==> src/rtl/lsca_pkg.sv <==
`timescale 1ns / 1ps

package lsca_pkg;

   // Widths fixed by the word formats on the ports.
   localparam int CLIENT_W = 4;
   localparam int DEBT_OUT_W = 16;
   localparam logic [31:0] DEBT_OUT_MAX = 32'h0000_FFFF;

   // Defaults for the top-level parameters.
   localparam int NUM_CLIENTS_DEF = 16;
   localparam int DEBT_BITS_DEF = 16;

   // Depth of the command queue between the front and the back.
   localparam int QUEUE_DEPTH = 2;

   // Action codes carried in a request word.
   localparam logic ACT_REQUEST = 1'b0;
   localparam logic ACT_RELEASE = 1'b1;

   typedef enum logic [1:0] {
      OP_REQUEST,
      OP_RELEASE,
      OP_IGNORE
   } op_type;

   typedef enum logic [2:0] {
      ST_IDLE,
      ST_FILE,
      ST_SCAN,
      ST_PICK,
      ST_GRANT,
      ST_DONE
   } state_type;

   typedef struct packed {
      logic                action;
      logic [CLIENT_W-1:0] client;
   } req_word_type;

   typedef struct packed {
      logic                  granted;
      logic [CLIENT_W-1:0]   grant_client;
      logic [DEBT_OUT_W-1:0] client_debt;
      logic                  busy_res;
   } rsp_word_type;

   // A classified command as it travels through the queue.
   typedef struct packed {
      op_type              op;
      logic [CLIENT_W-1:0] client;
   } cmd_type;

endpackage

==> src/rtl/lsca_ram.sv <==
`timescale 1ns / 1ps

module lsca_ram #(
   parameter int WIDTH = 16,
   parameter int DEPTH = 16
) (
   input  logic                     clock,
   input  logic                     wr_en,
   input  logic [$clog2(DEPTH)-1:0] wr_addr,
   input  logic [WIDTH-1:0]         wr_data,
   input  logic [$clog2(DEPTH)-1:0] rd_addr,
   output logic [WIDTH-1:0]         rd_data
);

   logic [WIDTH-1:0] mem_ff [DEPTH];
   logic [WIDTH-1:0] rd_data_ff;

   always_ff @(posedge clock) begin
      if (wr_en) begin
         mem_ff[wr_addr] <= wr_data;
      end
      rd_data_ff <= mem_ff[rd_addr];
   end

   assign rd_data = rd_data_ff;

endmodule

==> src/rtl/lsca_front.sv <==
`timescale 1ns / 1ps

module lsca_front #(
   parameter int NUM_CLIENTS = 16
) (
   input  logic                  clock,
   input  logic                  reset,
   input  logic                  req_valid,
   output logic                  req_ready,
   input  lsca_pkg::req_word_type req_word,
   output logic                  cmd_valid,
   input  logic                  cmd_ready,
   output lsca_pkg::cmd_type     cmd
);

   import lsca_pkg::*;

   localparam int PTR_W = (QUEUE_DEPTH > 1) ? $clog2(QUEUE_DEPTH) : 1;
   localparam int CNT_W = $clog2(QUEUE_DEPTH + 1);
   localparam logic [PTR_W-1:0] LAST_PTR = PTR_W'(QUEUE_DEPTH - 1);

   cmd_type           queue_ff [QUEUE_DEPTH];
   logic [PTR_W-1:0]  wr_ptr_ff, wr_ptr_in;
   logic [PTR_W-1:0]  rd_ptr_ff, rd_ptr_in;
   logic [CNT_W-1:0]  count_ff, count_in;
   cmd_type           cmd_new;
   logic              push;
   logic              pop;

   // Clients past the configured count are turned into no-op commands here.
   always_comb begin
      cmd_new.client = req_word.client;
      if (32'(req_word.client) >= 32'(NUM_CLIENTS)) begin
         cmd_new.op = OP_IGNORE;
      end else begin
         case (req_word.action)
            ACT_REQUEST: cmd_new.op = OP_REQUEST;
            ACT_RELEASE: cmd_new.op = OP_RELEASE;
            default:     cmd_new.op = OP_IGNORE;
         endcase
      end
   end

   assign req_ready = (count_ff != CNT_W'(QUEUE_DEPTH));
   assign cmd_valid = (count_ff != '0);
   assign cmd       = queue_ff[rd_ptr_ff];
   assign push      = req_valid && req_ready;
   assign pop       = cmd_valid && cmd_ready;

   always_comb begin
      wr_ptr_in = wr_ptr_ff;
      rd_ptr_in = rd_ptr_ff;
      count_in  = count_ff;
      if (push) begin
         wr_ptr_in = (wr_ptr_ff == LAST_PTR) ? '0 : wr_ptr_ff + 1'b1;
      end
      if (pop) begin
         rd_ptr_in = (rd_ptr_ff == LAST_PTR) ? '0 : rd_ptr_ff + 1'b1;
      end
      if (push && !pop) begin
         count_in = count_ff + 1'b1;
      end else if (pop && !push) begin
         count_in = count_ff - 1'b1;
      end
   end

   always_ff @(posedge clock) begin
      if (reset) begin
         wr_ptr_ff <= '0;
         rd_ptr_ff <= '0;
         count_ff  <= '0;
      end else begin
         wr_ptr_ff <= wr_ptr_in;
         rd_ptr_ff <= rd_ptr_in;
         count_ff  <= count_in;
      end
   end

   always_ff @(posedge clock) begin
      if (push) begin
         queue_ff[wr_ptr_ff] <= cmd_new;
      end
   end

endmodule

==> src/rtl/lsca_back.sv <==
`timescale 1ns / 1ps

module lsca_back #(
   parameter int NUM_CLIENTS = 16,
   parameter int DEBT_BITS = 16
) (
   input  logic                   clock,
   input  logic                   reset,
   input  logic                   cmd_valid,
   output logic                   cmd_ready,
   input  lsca_pkg::cmd_type      cmd,
   output logic                   rsp_valid,
   input  logic                   rsp_ready,
   output lsca_pkg::rsp_word_type rsp_word
);

   import lsca_pkg::*;

   localparam int CIDX_W = (NUM_CLIENTS > 1) ? $clog2(NUM_CLIENTS) : 1;
   localparam int CNT_W = $clog2(NUM_CLIENTS + 1);
   localparam logic [CIDX_W-1:0] LAST_IDX = CIDX_W'(NUM_CLIENTS - 1);

   state_type             state_ff, state_in;
   cmd_type               cmd_ff;
   logic [DEBT_BITS-1:0]  svc_ff [NUM_CLIENTS];
   logic [NUM_CLIENTS-1:0] wait_ff;
   logic [CIDX_W-1:0]     rank_ff [NUM_CLIENTS];
   logic [CNT_W-1:0]      total_ff, total_in;
   logic                  held_ff, held_in;

   logic [CIDX_W-1:0]     scan_addr_ff;
   logic [CIDX_W-1:0]     idx_d_ff;
   logic                  d_valid_ff;
   logic                  found_ff;
   logic [CIDX_W-1:0]     best_idx_ff;
   logic [DEBT_BITS-1:0]  best_debt_ff;
   logic [CIDX_W-1:0]     best_rank_ff;
   logic                  granted_ff;

   logic                  rsp_valid_ff;
   rsp_word_type          rsp_word_ff, rsp_word_in;

   logic                  pop;
   logic                  do_file;
   logic                  scan_issue;
   logic                  do_grant;
   logic                  load_rsp;

   logic                  is_req;
   logic [CIDX_W-1:0]     c_idx;
   logic [CIDX_W-1:0]     rank_addr;
   logic                  wait_sel;
   logic [CIDX_W-1:0]     rank_sel;
   logic                  leave_en;
   logic [CIDX_W-1:0]     leave_idx;
   logic [CIDX_W-1:0]     leave_rank;
   logic [CNT_W-1:0]      total_left;
   logic                  file_req;
   logic [DEBT_BITS-1:0]  rd_debt;
   logic                  better;
   logic [31:0]           debt_wide;

   assign is_req   = (cmd_ff.op == OP_REQUEST);
   assign c_idx    = CIDX_W'(cmd_ff.client);
   assign file_req = do_file && is_req;

   // Next state.
   always_comb begin
      state_in = state_ff;
      case (state_ff)
         ST_IDLE: begin
            if (cmd_valid) begin
               state_in = (cmd.op == OP_IGNORE) ? ST_DONE : ST_FILE;
            end
         end
         ST_FILE: begin
            if (is_req ? !held_ff : (total_ff != '0)) begin
               state_in = ST_SCAN;
            end else begin
               state_in = ST_DONE;
            end
         end
         ST_SCAN: begin
            if (scan_addr_ff == LAST_IDX) begin
               state_in = ST_PICK;
            end
         end
         ST_PICK:  state_in = ST_GRANT;
         ST_GRANT: state_in = ST_DONE;
         ST_DONE: begin
            if (!rsp_valid_ff || rsp_ready) begin
               state_in = ST_IDLE;
            end
         end
         default:  state_in = ST_IDLE;
      endcase
   end

   // Control strobes.
   always_comb begin
      pop        = 1'b0;
      do_file    = 1'b0;
      scan_issue = 1'b0;
      do_grant   = 1'b0;
      load_rsp   = 1'b0;
      case (state_ff)
         ST_IDLE:  pop        = cmd_valid;
         ST_FILE:  do_file    = 1'b1;
         ST_SCAN:  scan_issue = 1'b1;
         ST_GRANT: do_grant   = found_ff;
         ST_DONE:  load_rsp   = !rsp_valid_ff || rsp_ready;
         default: begin
         end
      endcase
   end

   assign cmd_ready = pop;

   // One read port on the rank and waiting arrays: the filing client while
   // filing, otherwise the entry whose ticket is arriving from the RAM.
   assign rank_addr = (state_ff == ST_FILE) ? c_idx : idx_d_ff;
   assign wait_sel  = wait_ff[rank_addr];
   assign rank_sel  = rank_ff[rank_addr];

   // A client leaves the line either when it files a fresh ticket or when
   // it is granted; everyone behind it moves up by one.
   assign leave_en   = (file_req && wait_sel) || do_grant;
   assign leave_idx  = do_grant ? best_idx_ff : c_idx;
   assign leave_rank = do_grant ? best_rank_ff : rank_sel;
   assign total_left = total_ff - CNT_W'(leave_en);

   always_comb begin
      total_in = total_ff;
      held_in  = held_ff;
      if (file_req) begin
         total_in = total_left + 1'b1;
      end else if (do_grant) begin
         total_in = total_left;
      end
      if (do_file && !is_req) begin
         held_in = 1'b0;
      end else if (do_grant) begin
         held_in = 1'b1;
      end
   end

   lsca_ram #(
      .WIDTH (DEBT_BITS),
      .DEPTH (NUM_CLIENTS)
   ) u_ticket_ram (
      .clock   (clock),
      .wr_en   (file_req),
      .wr_addr (c_idx),
      .wr_data (svc_ff[c_idx]),
      .rd_addr (scan_addr_ff),
      .rd_data (rd_debt)
   );

   // Lower debt wins, and the earlier arrival wins a tie.
   assign better = d_valid_ff && wait_sel &&
                   (!found_ff || (rd_debt < best_debt_ff) ||
                    ((rd_debt == best_debt_ff) && (rank_sel < best_rank_ff)));

   assign debt_wide = 32'(svc_ff[c_idx]);

   always_comb begin
      rsp_word_in.granted      = granted_ff;
      rsp_word_in.grant_client = granted_ff ? CLIENT_W'(best_idx_ff) : '0;
      rsp_word_in.busy_res     = held_ff;
      if (cmd_ff.op == OP_IGNORE) begin
         rsp_word_in.client_debt = '0;
      end else if (debt_wide > DEBT_OUT_MAX) begin
         rsp_word_in.client_debt = '1;
      end else begin
         rsp_word_in.client_debt = debt_wide[DEBT_OUT_W-1:0];
      end
   end

   always_ff @(posedge clock) begin
      if (reset) begin
         state_ff     <= ST_IDLE;
         total_ff     <= '0;
         held_ff      <= 1'b0;
         wait_ff      <= '0;
         d_valid_ff   <= 1'b0;
         found_ff     <= 1'b0;
         granted_ff   <= 1'b0;
         rsp_valid_ff <= 1'b0;
         for (int i = 0; i < NUM_CLIENTS; i++) begin
            svc_ff[i] <= '0;
         end
      end else begin
         state_ff   <= state_in;
         total_ff   <= total_in;
         held_ff    <= held_in;
         d_valid_ff <= scan_issue;
         if (leave_en) begin
            wait_ff[leave_idx] <= 1'b0;
         end
         if (file_req) begin
            wait_ff[c_idx] <= 1'b1;
         end
         if (do_file && !is_req && (svc_ff[c_idx] != '1)) begin
            svc_ff[c_idx] <= svc_ff[c_idx] + 1'b1;
         end
         if (do_file) begin
            found_ff <= 1'b0;
         end else if (better) begin
            found_ff <= 1'b1;
         end
         if (pop) begin
            granted_ff <= 1'b0;
         end else if (do_grant) begin
            granted_ff <= 1'b1;
         end
         if (load_rsp) begin
            rsp_valid_ff <= 1'b1;
         end else if (rsp_ready) begin
            rsp_valid_ff <= 1'b0;
         end
      end
   end

   always_ff @(posedge clock) begin
      for (int i = 0; i < NUM_CLIENTS; i++) begin
         if (leave_en && wait_ff[i] && (rank_ff[i] > leave_rank)) begin
            rank_ff[i] <= rank_ff[i] - 1'b1;
         end
      end
      if (file_req) begin
         rank_ff[c_idx] <= CIDX_W'(total_left);
      end
      if (pop) begin
         cmd_ff <= cmd;
      end
      if (do_file) begin
         scan_addr_ff <= '0;
      end else if (scan_issue) begin
         scan_addr_ff <= scan_addr_ff + 1'b1;
      end
      if (scan_issue) begin
         idx_d_ff <= scan_addr_ff;
      end
      if (better) begin
         best_idx_ff  <= idx_d_ff;
         best_debt_ff <= rd_debt;
         best_rank_ff <= rank_sel;
      end
      if (load_rsp) begin
         rsp_word_ff <= rsp_word_in;
      end
   end

   assign rsp_valid = rsp_valid_ff;
   assign rsp_word  = rsp_word_ff;

endmodule

==> src/rtl/least_served_client_arbiter_top.sv <==
`timescale 1ns / 1ps

// Least-served client arbiter. Each request word carries a request or a
// release from one client; each accepted word yields exactly one response
// word, in order. A request files a ticket holding the client's current
// service count (its debt) and moves it to the back of the line, replacing
// any ticket it already had. A release adds one to the client's debt,
// saturating, and frees the resource. Whenever the resource is free, the
// waiter with the lowest ticket debt is granted, ties going to the earlier
// arrival, and the response reports that grant. Words for clients at or
// above NUM_CLIENTS change nothing and return zero debt. A two-entry queue
// takes request words while the back end works, so the input stalls only
// when that queue is full. The back end handles one word at a time: a word
// that triggers a search for the next holder passes through a scan that
// reads one ticket per cycle from the single read port of the ticket RAM;
// a request while the resource is held, or a release with nobody waiting,
// skips the scan, and an out-of-range word also skips the filing step.
// Ticket storage needs no clearing after reset, so the block is ready as
// soon as reset is released.
module least_served_client_arbiter_top #(
   parameter int NUM_CLIENTS = lsca_pkg::NUM_CLIENTS_DEF,
   parameter int DEBT_BITS = lsca_pkg::DEBT_BITS_DEF
) (
   input  logic                   clock,
   input  logic                   reset,
   input  logic                   req_valid,
   output logic                   req_ready,
   input  lsca_pkg::req_word_type req_word,
   output logic                   rsp_valid,
   input  logic                   rsp_ready,
   output lsca_pkg::rsp_word_type rsp_word
);

   import lsca_pkg::*;

   logic    cmd_valid;
   logic    cmd_ready;
   cmd_type cmd;

   // The front end classifies each word and queues it.
   lsca_front #(
      .NUM_CLIENTS (NUM_CLIENTS)
   ) u_front (
      .clock     (clock),
      .reset     (reset),
      .req_valid (req_valid),
      .req_ready (req_ready),
      .req_word  (req_word),
      .cmd_valid (cmd_valid),
      .cmd_ready (cmd_ready),
      .cmd       (cmd)
   );

   // The back end updates the line, searches for the next holder and
   // registers the response word.
   lsca_back #(
      .NUM_CLIENTS (NUM_CLIENTS),
      .DEBT_BITS   (DEBT_BITS)
   ) u_back (
      .clock     (clock),
      .reset     (reset),
      .cmd_valid (cmd_valid),
      .cmd_ready (cmd_ready),
      .cmd       (cmd),
      .rsp_valid (rsp_valid),
      .rsp_ready (rsp_ready),
      .rsp_word  (rsp_word)
   );

   // The back end never takes a command the queue does not hold.
   a_pop_has_cmd: assert property (@(posedge clock) disable iff (reset)
      cmd_ready |-> cmd_valid)
      else $error("back end popped an empty command queue");

   // A grant always leaves the resource held.
   a_grant_holds: assert property (@(posedge clock) disable iff (reset)
      (rsp_valid && rsp_word.granted) |-> rsp_word.busy_res)
      else $error("grant reported with resource free");

   // Without a grant, the granted client index reads as zero.
   a_no_grant_zero: assert property (@(posedge clock) disable iff (reset)
      (rsp_valid && !rsp_word.granted) |-> (rsp_word.grant_client == '0))
      else $error("grant client index set without a grant");

endmodule
==> config.mk <==
export PLATFORM = sky130hd
export DESIGN_NAME = least_served_client_arbiter_top
export DESIGN_NICKNAME = d
export VERILOG_FILES = /design/src/rtl/lsca_pkg.sv /design/src/rtl/lsca_ram.sv /design/src/rtl/lsca_front.sv /design/src/rtl/lsca_back.sv /design/src/rtl/least_served_client_arbiter_top.sv
export SDC_FILE = /design/constraint.sdc
export NUM_CORES = 1
export LEC_CHECK = 0
export BUFFER_PORTS_ARGS = -buffer_cell sky130_fd_sc_hd__buf_2
export CAP_MARGIN = 20
export CORE_MARGIN = 2
export CORE_UTILIZATION = 37
export CTS_CLUSTER_DIAMETER = 50
export DETAILED_ROUTE_END_ITERATION = 6
export PLACE_DENSITY = 0.52
export SLEW_MARGIN = 20
export SYNTH_ARGS = -nofsm -noshare
export SYNTH_HDL_FRONTEND = slang
export SYNTH_SLANG_ARGS = --single-unit
==> constraint.sdc <==
create_clock -name clock -period 10 [get_ports clock]
set_clock_uncertainty 0.05 [all_clocks]
set_input_delay 0.5 -clock clock [delete_from_list [all_inputs] [get_ports clock]]
set_output_delay 0.5 -clock clock [all_outputs]
set_load 0.01 [all_outputs]
==> impl_metrics.ini, run 1 <==
[clock_tree]
post_cts_resized = 0
cts_tree = built
clockBufferDepth = 3
hold_buffers = 5
cts.sinks = 699
path_clk_slew_ns = 0.06
cts_root_buf = clkbuf_16
numCtsBuffers = 88
clock_latency_ns = 0.64
postCtsSetupBuffers = 0
htreeDepth = 3

[critical_path]
cp_cell_sequence = or3b_1, a21o_1, mux2i_1, mux4_2, or3_1, o311a_1, inv_2, ha_1, ha_1, inv_1, ha_1, nand3b_1, a21oi_1, o22ai_1, xnor2_1, nor2_1
end_kind = flip-flop
worst_ep_required_time_ns = 10.44
cp_slowest_stage_delay_ns = 0.90
slowest_stage = o311a_1
path_common_cell = ha_1
start_kind = flip-flop
cp.arrival_ns = 6.51
crit_path_max_fanout = 28
critPathKind = reg2reg

[power]
powerDensity_nw_per_um2 = 291
total_power_uw = 10500
p_leak_uw = 0.0126
ir_worst_vdd_v = 0.000209

[sta]
finalHoldViolations = 0
fin_tns_setup_ns = 0
max_freq_mhz = 165
timing.final.crit_share = 0.607
slew_headroom = 0.267
fin_crit_ns = 6.07
rsz0062_at_grt = false
setup_viol = 0
slew_viol_final = 0
tightest_slew_ns = 1.10

[synth]
ys.warnings.count = 0
postSynthAreaPerCell_um2 = 14.7
synth_area_leader_cell = edfxtp_1
netlist_instances = 2157
synth-async-reset-ratio = 0
netlist_area_um2 = 31700
ys_seq_area_frac = 0.644
ys_types = 66
synth_top_area_frac = 0.608
synth_ff_type = edfxtp_1
ys_ff_latch = 699
synth_edf_count = 641
synth_fp_nets = 2271
synth_area_leaders = edfxtp_1 (61%), mux4_2 (10%), nor2_1 (4.2%), ha_1 (4.1%), dfxtp_1 (3.7%)

[floorplanning]
pin_count = 33
die_h_um = 297
placementRows = 107
start_util = 0.373
dieArea_um2 = 88000
fp.dieW_um = 297
core_um2 = 85000

[finish]
design_area_um2 = 36200
layout_commonest_cell = edfxtp_1
layout-drive-gt1-share = 0.187
nets = 2332
syn_to_final_growth_pct = 14.2
regArea_um2 = 20400
antenna_cells = 0
multi_input_area_um2 = 10400
nFillCells = 7638
final_util = 0.426
mostFrequentLayoutCells = edfxtp_1 (641), nor2_1 (352), mux4_2 (144), ha_1 (105), nand2_1 (95)

[grt]
grt_max_degree = 67
antenna_found_initial = 1
grt_pass1_vias = 19007
grt_pass1_wl_mm = 125
overflow = 0
grt_usage = 0.194

[place]
place_hpwl_mm = 52.3
port_buffers = 32
gp_congestion = 0.875
placed_cell_area_um2 = 33100

[detailed_routing]
remaining_drc_errors = 0
vias_per_cell = 5.37
first_iter_violations = 1794
dr.pass1.iters = 6
finalWirelength_mm = 83.7
post_drt_wl_per_cell_um = 24.4
ant_nets = 0
num_vias = 18447

[worst_hold_path]
hold_class = in2reg

[status]
status = finished clean

[job]
maxCapViolations = 0
logic make-up after synthesis:
family                   share of synthesized area
flip-flops                                   0.644
AND/OR/NAND/NOR                             0.0886
AO/OA/AOI/OAI                               0.0527
multiplexers                                 0.126
buffers and inverters                       0.0303
adder cells (fa/ha/maj)                     0.0415
XOR/XNOR                                    0.0163
per-stage QoR:
| step | hold WS (ns) | instances | setup slack [ns] |
|---|---|---|---|
| 4_1_cts | 0.162 | 3435 | 3.61 |
| 6_report | 0.196 | 3436 | 3.93 |
| 2_1_floorplan | 0.356 | 2157 | 5.51 |
| 3_5_place_dp | 0.384 | 3266 | 3.63 |
| 5_1_grt | 0.226 | 3436 | 3.54 |
| 3_3_place_gp | 0.385 | 3266 | 3.71 |
final cells by class:
cell class,instances,share of cell area
Clock buffer,114,0.0673
Clock inverter,50,0.0155
Inverter,91,0.00944
Multi-Input combinational cell,1252,0.287
Sequential cell,699,0.564
Tap cell,1144,0.0396
Timing Repair Buffer,86,0.0165
power by group:
group          switching (µW)  internal [µW]
registers                 198           3740
logic                    2280           1100
clock network            1260           1950
critical path: cells and delay by family, from the launching register on:
| kind | cells | cell delay [ns] |
|---|---|---|
| xor+xnor | 1 | 0.16 |
| fa+ha+maj | 3 | 1.02 |
| compound gates | 4 | 2.07 |
| buf+inv | 2 | 0.83 |
| mux | 2 | 0.57 |
| simple gates | 4 | 0.69 |
| flops | 1 | 0.51 |
registers in the layout, indices dropped and copies added (netlist names), 2 cells and up, named ones only:
| signal | flops |
|---|---|
| u_back.u_ticket_ram.mem_ff | 256 |
| u_back.u_ticket_ram.rd_data | 16 |
| u_back.wait_ff | 16 |
| u_back.total_ff | 5 |
| u_back.rank_ff | 64 |
| u_back.scan_addr_ff | 4 |
| u_back.c_idx | 4 |
| u_back.best_idx_ff | 4 |
| u_back.best_debt_ff | 16 |
| u_back.best_rank_ff | 4 |
| u_back.svc_ff | 256 |
| u_back.rsp_word | 22 |
| u_back.state_ff | 3 |
| u_front.queue_ff | 10 |
| u_front.count_ff | 2 |
| u_back.idx_d_ff | 4 |
final timing paths:
| check | from | to | slack, ns | cells past startpoint |
|---|---|---|---|---|
| max | u_back.state_ff[1] | u_back.total_ff[4] | 3.93 | 16 |
| min | req_valid | u_front.wr_ptr_ff | 0.20 | 4 |
| max reg2reg | u_back.state_ff[1] | u_back.total_ff[4] | 3.93 | 16 |
| min reg2reg | u_back.u_ticket_ram.rd_data[6] | u_back.best_debt_ff[6] | 0.40 | 0 |
Yosys cell counts, types with 3 or more instances:
library cell  instances
edfxtp_1            641
nor2_1              357
mux4_2              144
ha_1                105
nand2_1              95
inv_1                89
a21oi_1              77
dfxtp_1              58
clkbuf_1             54
mux2i_1              48
nor3_1               40
nand2b_1             36
xor2_1               31
o21ai_0              30
xnor2_1              28
a22oi_1              26
buf_2                26
a211oi_1             24
nor4_1               21
mux2_2               17
nand3_1              17
nor2b_1              17
buf_6                16
nand4_1              16
buf_1                12
o211ai_1             11
o21ai_4              11
a31oi_1               9
o22ai_1               7
o31ai_1               7
a311oi_1              6
buf_4                 6
o21ai_2               6
o221ai_1              6
and2_1                5
nor3b_1               5
o32ai_1               5
or3_1                 5
nand3b_1              3
o21a_1                3
routing by layer:
| metal | up-vias | global-route usage | part of all wire |
|---|---|---|---|
| li1 | 8332 | - | - |
| met1 | 9493 | 0.258 | 0.43 |
| met2 | 511 | 0.328 | 0.50 |
| met3 | 111 | 0.0274 | 0.052 |
| met4 | 0 | 0.0601 | 0.024 |
| met5 | - | 0 | 0 |
Note: power is estimated with default switching activity, not from simulation.
==> run 2, diff against run 1 <==
--- a/config.mk
+++ b/config.mk
@@ -5,6 +5,7 @@
 export SDC_FILE = /design/constraint.sdc
 export NUM_CORES = 1
 export LEC_CHECK = 0
+export ABC_AREA = 1
 export BUFFER_PORTS_ARGS = -buffer_cell sky130_fd_sc_hd__buf_2
 export CAP_MARGIN = 20
 export CORE_MARGIN = 2
==> constraint.sdc (replaced) <==
create_clock -name clock -period 6.1 [get_ports clock]
set_clock_uncertainty 0.05 [all_clocks]
set_input_delay 0.305 -clock clock [delete_from_list [all_inputs] [get_ports clock]]
set_output_delay 0.305 -clock clock [all_outputs]
set_load 0.01 [all_outputs]
==> run 2 against run 1 <==
  * Critical path depth fell by 6
  * Fmax rose by 22%
  * Wire length rose by 17%
  * First-iteration DRC count rose by 14%
  * Utilization fell by 0.29 points
  * Via count rose by 27%
  * Critical path type unchanged
  * Critical endpoint is now u_back.svc_ff[15][13]
  * Largest cell class unchanged
  * Highest routed layer unchanged
==> impl_metrics.ini, run 2 <==
[status]
status = finished clean

[finish]
antenna_cells = 0
mostFrequentLayoutCells = edfxtp_1 (641), nor2_1 (462), nand2_1 (393), inv_1 (305), o21ai_0 (296)
layout_commonest_cell = edfxtp_1
design_area_um2 = 37300
nets = 3249
nFillCells = 8262
layout.cells.non_filler = 4374
layout-drive-gt1-share = 0.0963
syn_to_final_growth_pct = 13.5
top_regs = u_back.svc_ff (256), u_back.u_ticket_ram.mem_ff (256), u_back.rank_ff (64)

[synth]
yosysMostFrequentCell = edfxtp_1
ys_types = 53
synth_area_leader_cell = edfxtp_1
ys_seq_area_frac = 0.621
synth_area_leaders = edfxtp_1 (59%), nor2_1 (5.3%), o21ai_0 (4.6%), nand2_1 (4.5%), ha_1 (4.0%)
netlist_instances = 3104
postSynthAreaPerCell_um2 = 10.6
ys_ff_latch = 699
ys.warnings.count = 0
netlist_area_um2 = 32900
synth_top_area_frac = 0.586
synthTopCellsByCount = edfxtp_1 (641), nor2_1 (464), nand2_1 (393)
synth_edf_count = 641
synth_fp_nets = 3218
synth_ff_type = edfxtp_1
synth-async-reset-ratio = 0

[sta]
slew_viol_final = 0
tightest_slew_ns = 1.13
finalHoldWorstSlack_ns = 0.0796
timing.final.crit_share = 0.819
max_freq_mhz = 200
finalHoldViolations = 0
fin_tns_setup_ns = 0
rsz0062_at_grt = false
setup_viol = 0
fin_crit_ns = 5.00
slew_headroom = 0.243

[detailed_routing]
vias_per_cell = 5.36
post_drt_wl_per_cell_um = 22.4
dr.pass1.iters = 6
num_vias = 23464
finalWirelength_mm = 98.1
remaining_drc_errors = 0
ant_nets = 0
first_iter_violations = 2051

[critical_path]
crit_path_max_fanout = 91
end_kind = flip-flop
critPathKind = reg2reg
worst_ep_required_time_ns = 6.26
start_kind = flip-flop
cp.arrival_ns = 5.15

[clock_tree]
post_cts_resized = 0
htreeDepth = 3
cts.sinks = 699
clock_latency_ns = 0.63
cts_root_buf = clkbuf_16
cts_tree = built
clockBufferDepth = 3
path_clk_slew_ns = 0.06
numCtsBuffers = 90

[floorplanning]
dieArea_um2 = 91200
placementRows = 109
core_um2 = 88200
fp.dieW_um = 302
die_h_um = 302
pin_count = 33
start_util = 0.372

[grt]
overflow = 0
grt_usage = 0.214
antenna_found_initial = 1
grt_pass1_vias = 22860
grt_max_degree = 92
grt_pass1_wl_mm = 145

[power]
total_power_uw = 19200
powerDensity_nw_per_um2 = 516
p_leak_uw = 0.0144
ir_worst_vdd_v = 0.000489

[job]
maxCapViolations = 0

[place]
place_hpwl_mm = 62.1
gp_congestion = 0.898
dp_cells = 4201
port_buffers = 32
placed_cell_area_um2 = 34200

[worst_hold_path]
hold_class = in2reg
[run 2: final timing paths]
check                                         endpoint  slack [ns]                            from  depth (start not counted)
worst max-delay path             u_back.svc_ff[15][13]        1.10                       flip-flop                         10
worst min-delay path                 u_front.wr_ptr_ff        0.08                       req_valid                          5
worst max register to register   u_back.svc_ff[15][13]        1.10                       flip-flop                         10
worst min register to register  u_back.best_debt_ff[8]        0.39  u_back.u_ticket_ram.rd_data[8]                          0
[run 2: layout make-up]
cell class	instances	area [µm²]	area share
Tap cell	1165	1460	0.0391
Timing Repair Buffer	108	793	0.0213
Clock inverter	63	619	0.0166
Inverter	315	1180	0.0317
Clock buffer	103	2360	0.0634
Multi-Input combinational cell	1921	10500	0.280
Sequential cell	699	20400	0.548
[run 2: logic make-up (layout without fill, tap and decap cells)]
group / Yosys count / after routing / synth area share
AND/OR/NAND/NOR: 1153 / 1153 / 0.153
multiplexers: 5 / 5 / 0.00171
AO/OA/AOI/OAI: 611 / 611 / 0.109
flip-flops: 699 / 699 / 0.621
adder cells (fa/ha/maj): 105 / 105 / 0.0400
buffers and inverters: 484 / 589 / 0.0628
XOR/XNOR: 47 / 47 / 0.0128
[run 2: timing repair]
action                                 4_1_cts  5_1_grt
endpoints found under the hold margin       19        0
hold buffers                                 7        0
buffers inserted                             0        0
[run 2: through the flow]
step / setup WS (ns) / utilization
floorplan: 1.75 / -
global placement: 1.23 / 0.388
detailed placement: 1.11 / 0.388
CTS: 1.08 / 0.423
global route: 0.775 / 0.423
finish: 1.10 / 0.423
[run 2: metal layers]
layer	track usage	wire length, µm	up-vias
met3	0.0351	6410	198
met4	0.0827	3510	0
met2	0.352	46900	812
li1	-	-	10957
met5	0	0	-
met1	0.283	41300	11497
[run 2: worst max-delay path, stage by stage, from the launching register on]
cell,delay (ns)
dfxtp_4,0.97
buf_4,0.38
o211ai_1,0.12
nand3_1,0.11
nand3_1,0.15
nand2_1,0.59
inv_1,0.24
nor3_4,0.27
nand4_4,0.55
nand4_2,0.56
nand2_1,0.52
[run 2: report_power, final]
group | switching (µW) | leakage [µW] | internal [µW] | total (µW)
logic | 5490 | 0.00629 | 1820 | 7310
registers | 401 | 0.00660 | 6240 | 6640
clock network | 2110 | 0.00145 | 3190 | 5300
total | 8000 | 0.0144 | 11200 | 19200
==> run 3, diff against run 2 <==
==> constraint.sdc (replaced) <==
create_clock -name clock -period 5.1 [get_ports clock]
set_clock_uncertainty 0.05 [all_clocks]
set_input_delay 0.255 -clock clock [delete_from_list [all_inputs] [get_ports clock]]
set_output_delay 0.255 -clock clock [all_outputs]
set_load 0.01 [all_outputs]
==> run 3 against run 2 <==
  * Fmax up 8.2%
  * Critical path depth up 7
  * Sequential share of layout area down 0.54 points
  * Non-clock buffer count up 10
  * Cell count up 0.37%
  * Worst hold slack better by 0.20 ns
  * Die area unchanged
  * Clock-buffer cell count up 4
  * Flip-flop and latch count unchanged
  * Utilization up 0.42 points
  * First-iteration DRC count up 3.5%
  * Cell area up 1.0%
==> impl_metrics.ini, run 3 (synthesis gave the netlist of run 2 again) <==
[status]
status = finished clean

[worst_hold_path]
hold_class = in2reg

[place]
pre_cts_ws_ns = 0.288
place_hpwl_mm = 58.2
gp_congestion = 0.906
port_buffers = 32

[finish]
layout_commonest_cell = edfxtp_1
antenna_cells = 0
layout-drive-gt1-share = 0.100
nets = 3261
multi_input_area_um2 = 10500
nFillCells = 8331
top_regs = u_back.svc_ff (256), u_back.u_ticket_ram.mem_ff (256), u_back.rank_ff (64)
syn_to_final_growth_pct = 14.6
mostFrequentLayoutCells = edfxtp_1 (641), nor2_1 (462), nand2_1 (393), inv_1 (306), o21ai_0 (296)
regArea_um2 = 20400

[clock_tree]
cts.sinks = 699
clock_latency_ns = 0.65
clockBufferDepth = 3
cts_root_buf = clkbuf_16
numCtsBuffers = 92
htreeDepth = 3
cts_tree = built
path_clk_slew_ns = 0.06
postCtsSetupBuffers = 0

[grt]
grt_pass1_wl_mm = 141
grt_usage = 0.203
grt_max_degree = 101
grt_pass1_vias = 23189
overflow = 0
antenna_found_initial = 1

[detailed_routing]
wl_met1_mm = 39.6
first_iter_violations = 2122
top_layer = met4
remaining_drc_errors = 0
dr_wl_met3_mm = 4.96
dr_wl_met2_mm = 45.4
post_drt_wl_per_cell_um = 20.9
dr.pass1.iters = 6
num_vias = 23344
ant_nets = 0
vias_per_cell = 5.32
finalWirelength_mm = 91.8

[sta]
timing.final.crit_share = 0.905
max_freq_mhz = 217
rsz0062_at_grt = false
slew_viol_final = 0
fin_crit_ns = 4.61
slew_headroom = 0.239
finalHoldViolations = 0
setup_viol = 0
tightest_slew_ns = 1.14
setup_slack_ns = 0.485
fin_tns_setup_ns = 0

[power]
ir_worst_vdd_v = 0.000424
p_leak_uw = 0.0145
powerDensity_nw_per_um2 = 605

[floorplanning]
dieArea_um2 = 91200
placementRows = 109
fp.dieW_um = 302
core_um2 = 88200
pin_count = 33
start_util = 0.372
die_h_um = 302

[critical_path]
worst_ep_required_time_ns = 5.60
end_kind = flip-flop
crit_path_max_fanout = 19
start_kind = flip-flop
critPathKind = reg2reg
cp.arrival_ns = 5.11

[job]
maxCapViolations = 0
## run 3: cell types whose count changed in the layout (fill, tap and decap cells not counted), sizes merged
cell         delta
buf             +9
clkinv          -8
bufinv          +5
clkbuf          +4
clkinvlp        +3
inv             +2
dlygate4sd3     +1
## run 3: what timing repair did
item | in CTS | in global routing
gates resized for setup | 0 | 1
hold buffers | 8 | 0
endpoints found under the setup margin | 0 | 5
endpoints found under the hold margin | 20 | 0
## run 3: through the flow
step / total power (µW) / hold slack [ns] / cells / utilization / cell area [µm²]
floorplan: 13000 / 0.304 / 3104 / - / 32900
global placement: 15800 / 0.367 / 4209 / 0.389 / 34300
detailed placement: 16100 / 0.378 / 4210 / 0.389 / 34300
CTS: 22900 / 0.243 / 4390 / 0.427 / 37600
global route: 24100 / 0.258 / 4390 / 0.427 / 37700
finish: 22800 / 0.284 / 4390 / 0.427 / 37700
## run 3: critical path, stage by stage (launching register included)
cell	delay (ns)
dfxtp_1	0.34
inv_1	0.18
nand3_2	0.41
o21ai_0	0.81
inv_1	0.22
nand3_1	0.18
nand3_2	0.39
nand2_2	0.20
ha_1	0.19
ha_1	0.24
clkinv_1	0.05
buf_4	0.31
ha_1	0.23
nand3_1	0.13
o21ai_0	0.22
nand3b_1	0.14
o21ai_0	0.17
a21oi_1	0.05
## run 3: layout make-up
| type | instances | area share |
|---|---|---|
| clock buffer | 107 | 0.0637 |
| clock inverter | 65 | 0.0222 |
| inverter | 315 | 0.0314 |
| multi-input combinational | 1921 | 0.278 |
| sequential | 699 | 0.542 |
| tap | 1165 | 0.0387 |
| timing repair buffer | 118 | 0.0241 |
## run 3: path summary, 6_finish.rpt
| path | end | from | slack [ns] | cells past startpoint |
|---|---|---|---|---|
| worst max-delay path | u_back.total_ff[4] | u_back.state_ff[2] | 0.49 | 17 |
| worst max register to register | u_back.total_ff[4] | u_back.state_ff[2] | 0.49 | 17 |
| worst min-delay path | u_front.queue_ff[1][3] | req_word[3] | 0.28 | 2 |
| worst min register to register | u_back.rsp_word[0] | u_back.held_ff | 0.38 | 0 |
## run 3: metal layers
metal	global-route usage	up-vias
met1	0.266	11557
met3	0.0331	135
li1	-	10987
met5	0	-
met4	0.0490	0
met2	0.351	665
## run 3: power breakdown
| part | leakage [µW] | internal [µW] | switching (µW) | total, µW |
|---|---|---|---|---|
| sequential | 0.00660 | 7450 | 297 | 7750 |
| clock | 0.00155 | 4150 | 2630 | 6780 |
| combinational | 0.00636 | 2240 | 6010 | 8250 |
| total | 0.0145 | 13800 | 8940 | 22800 |
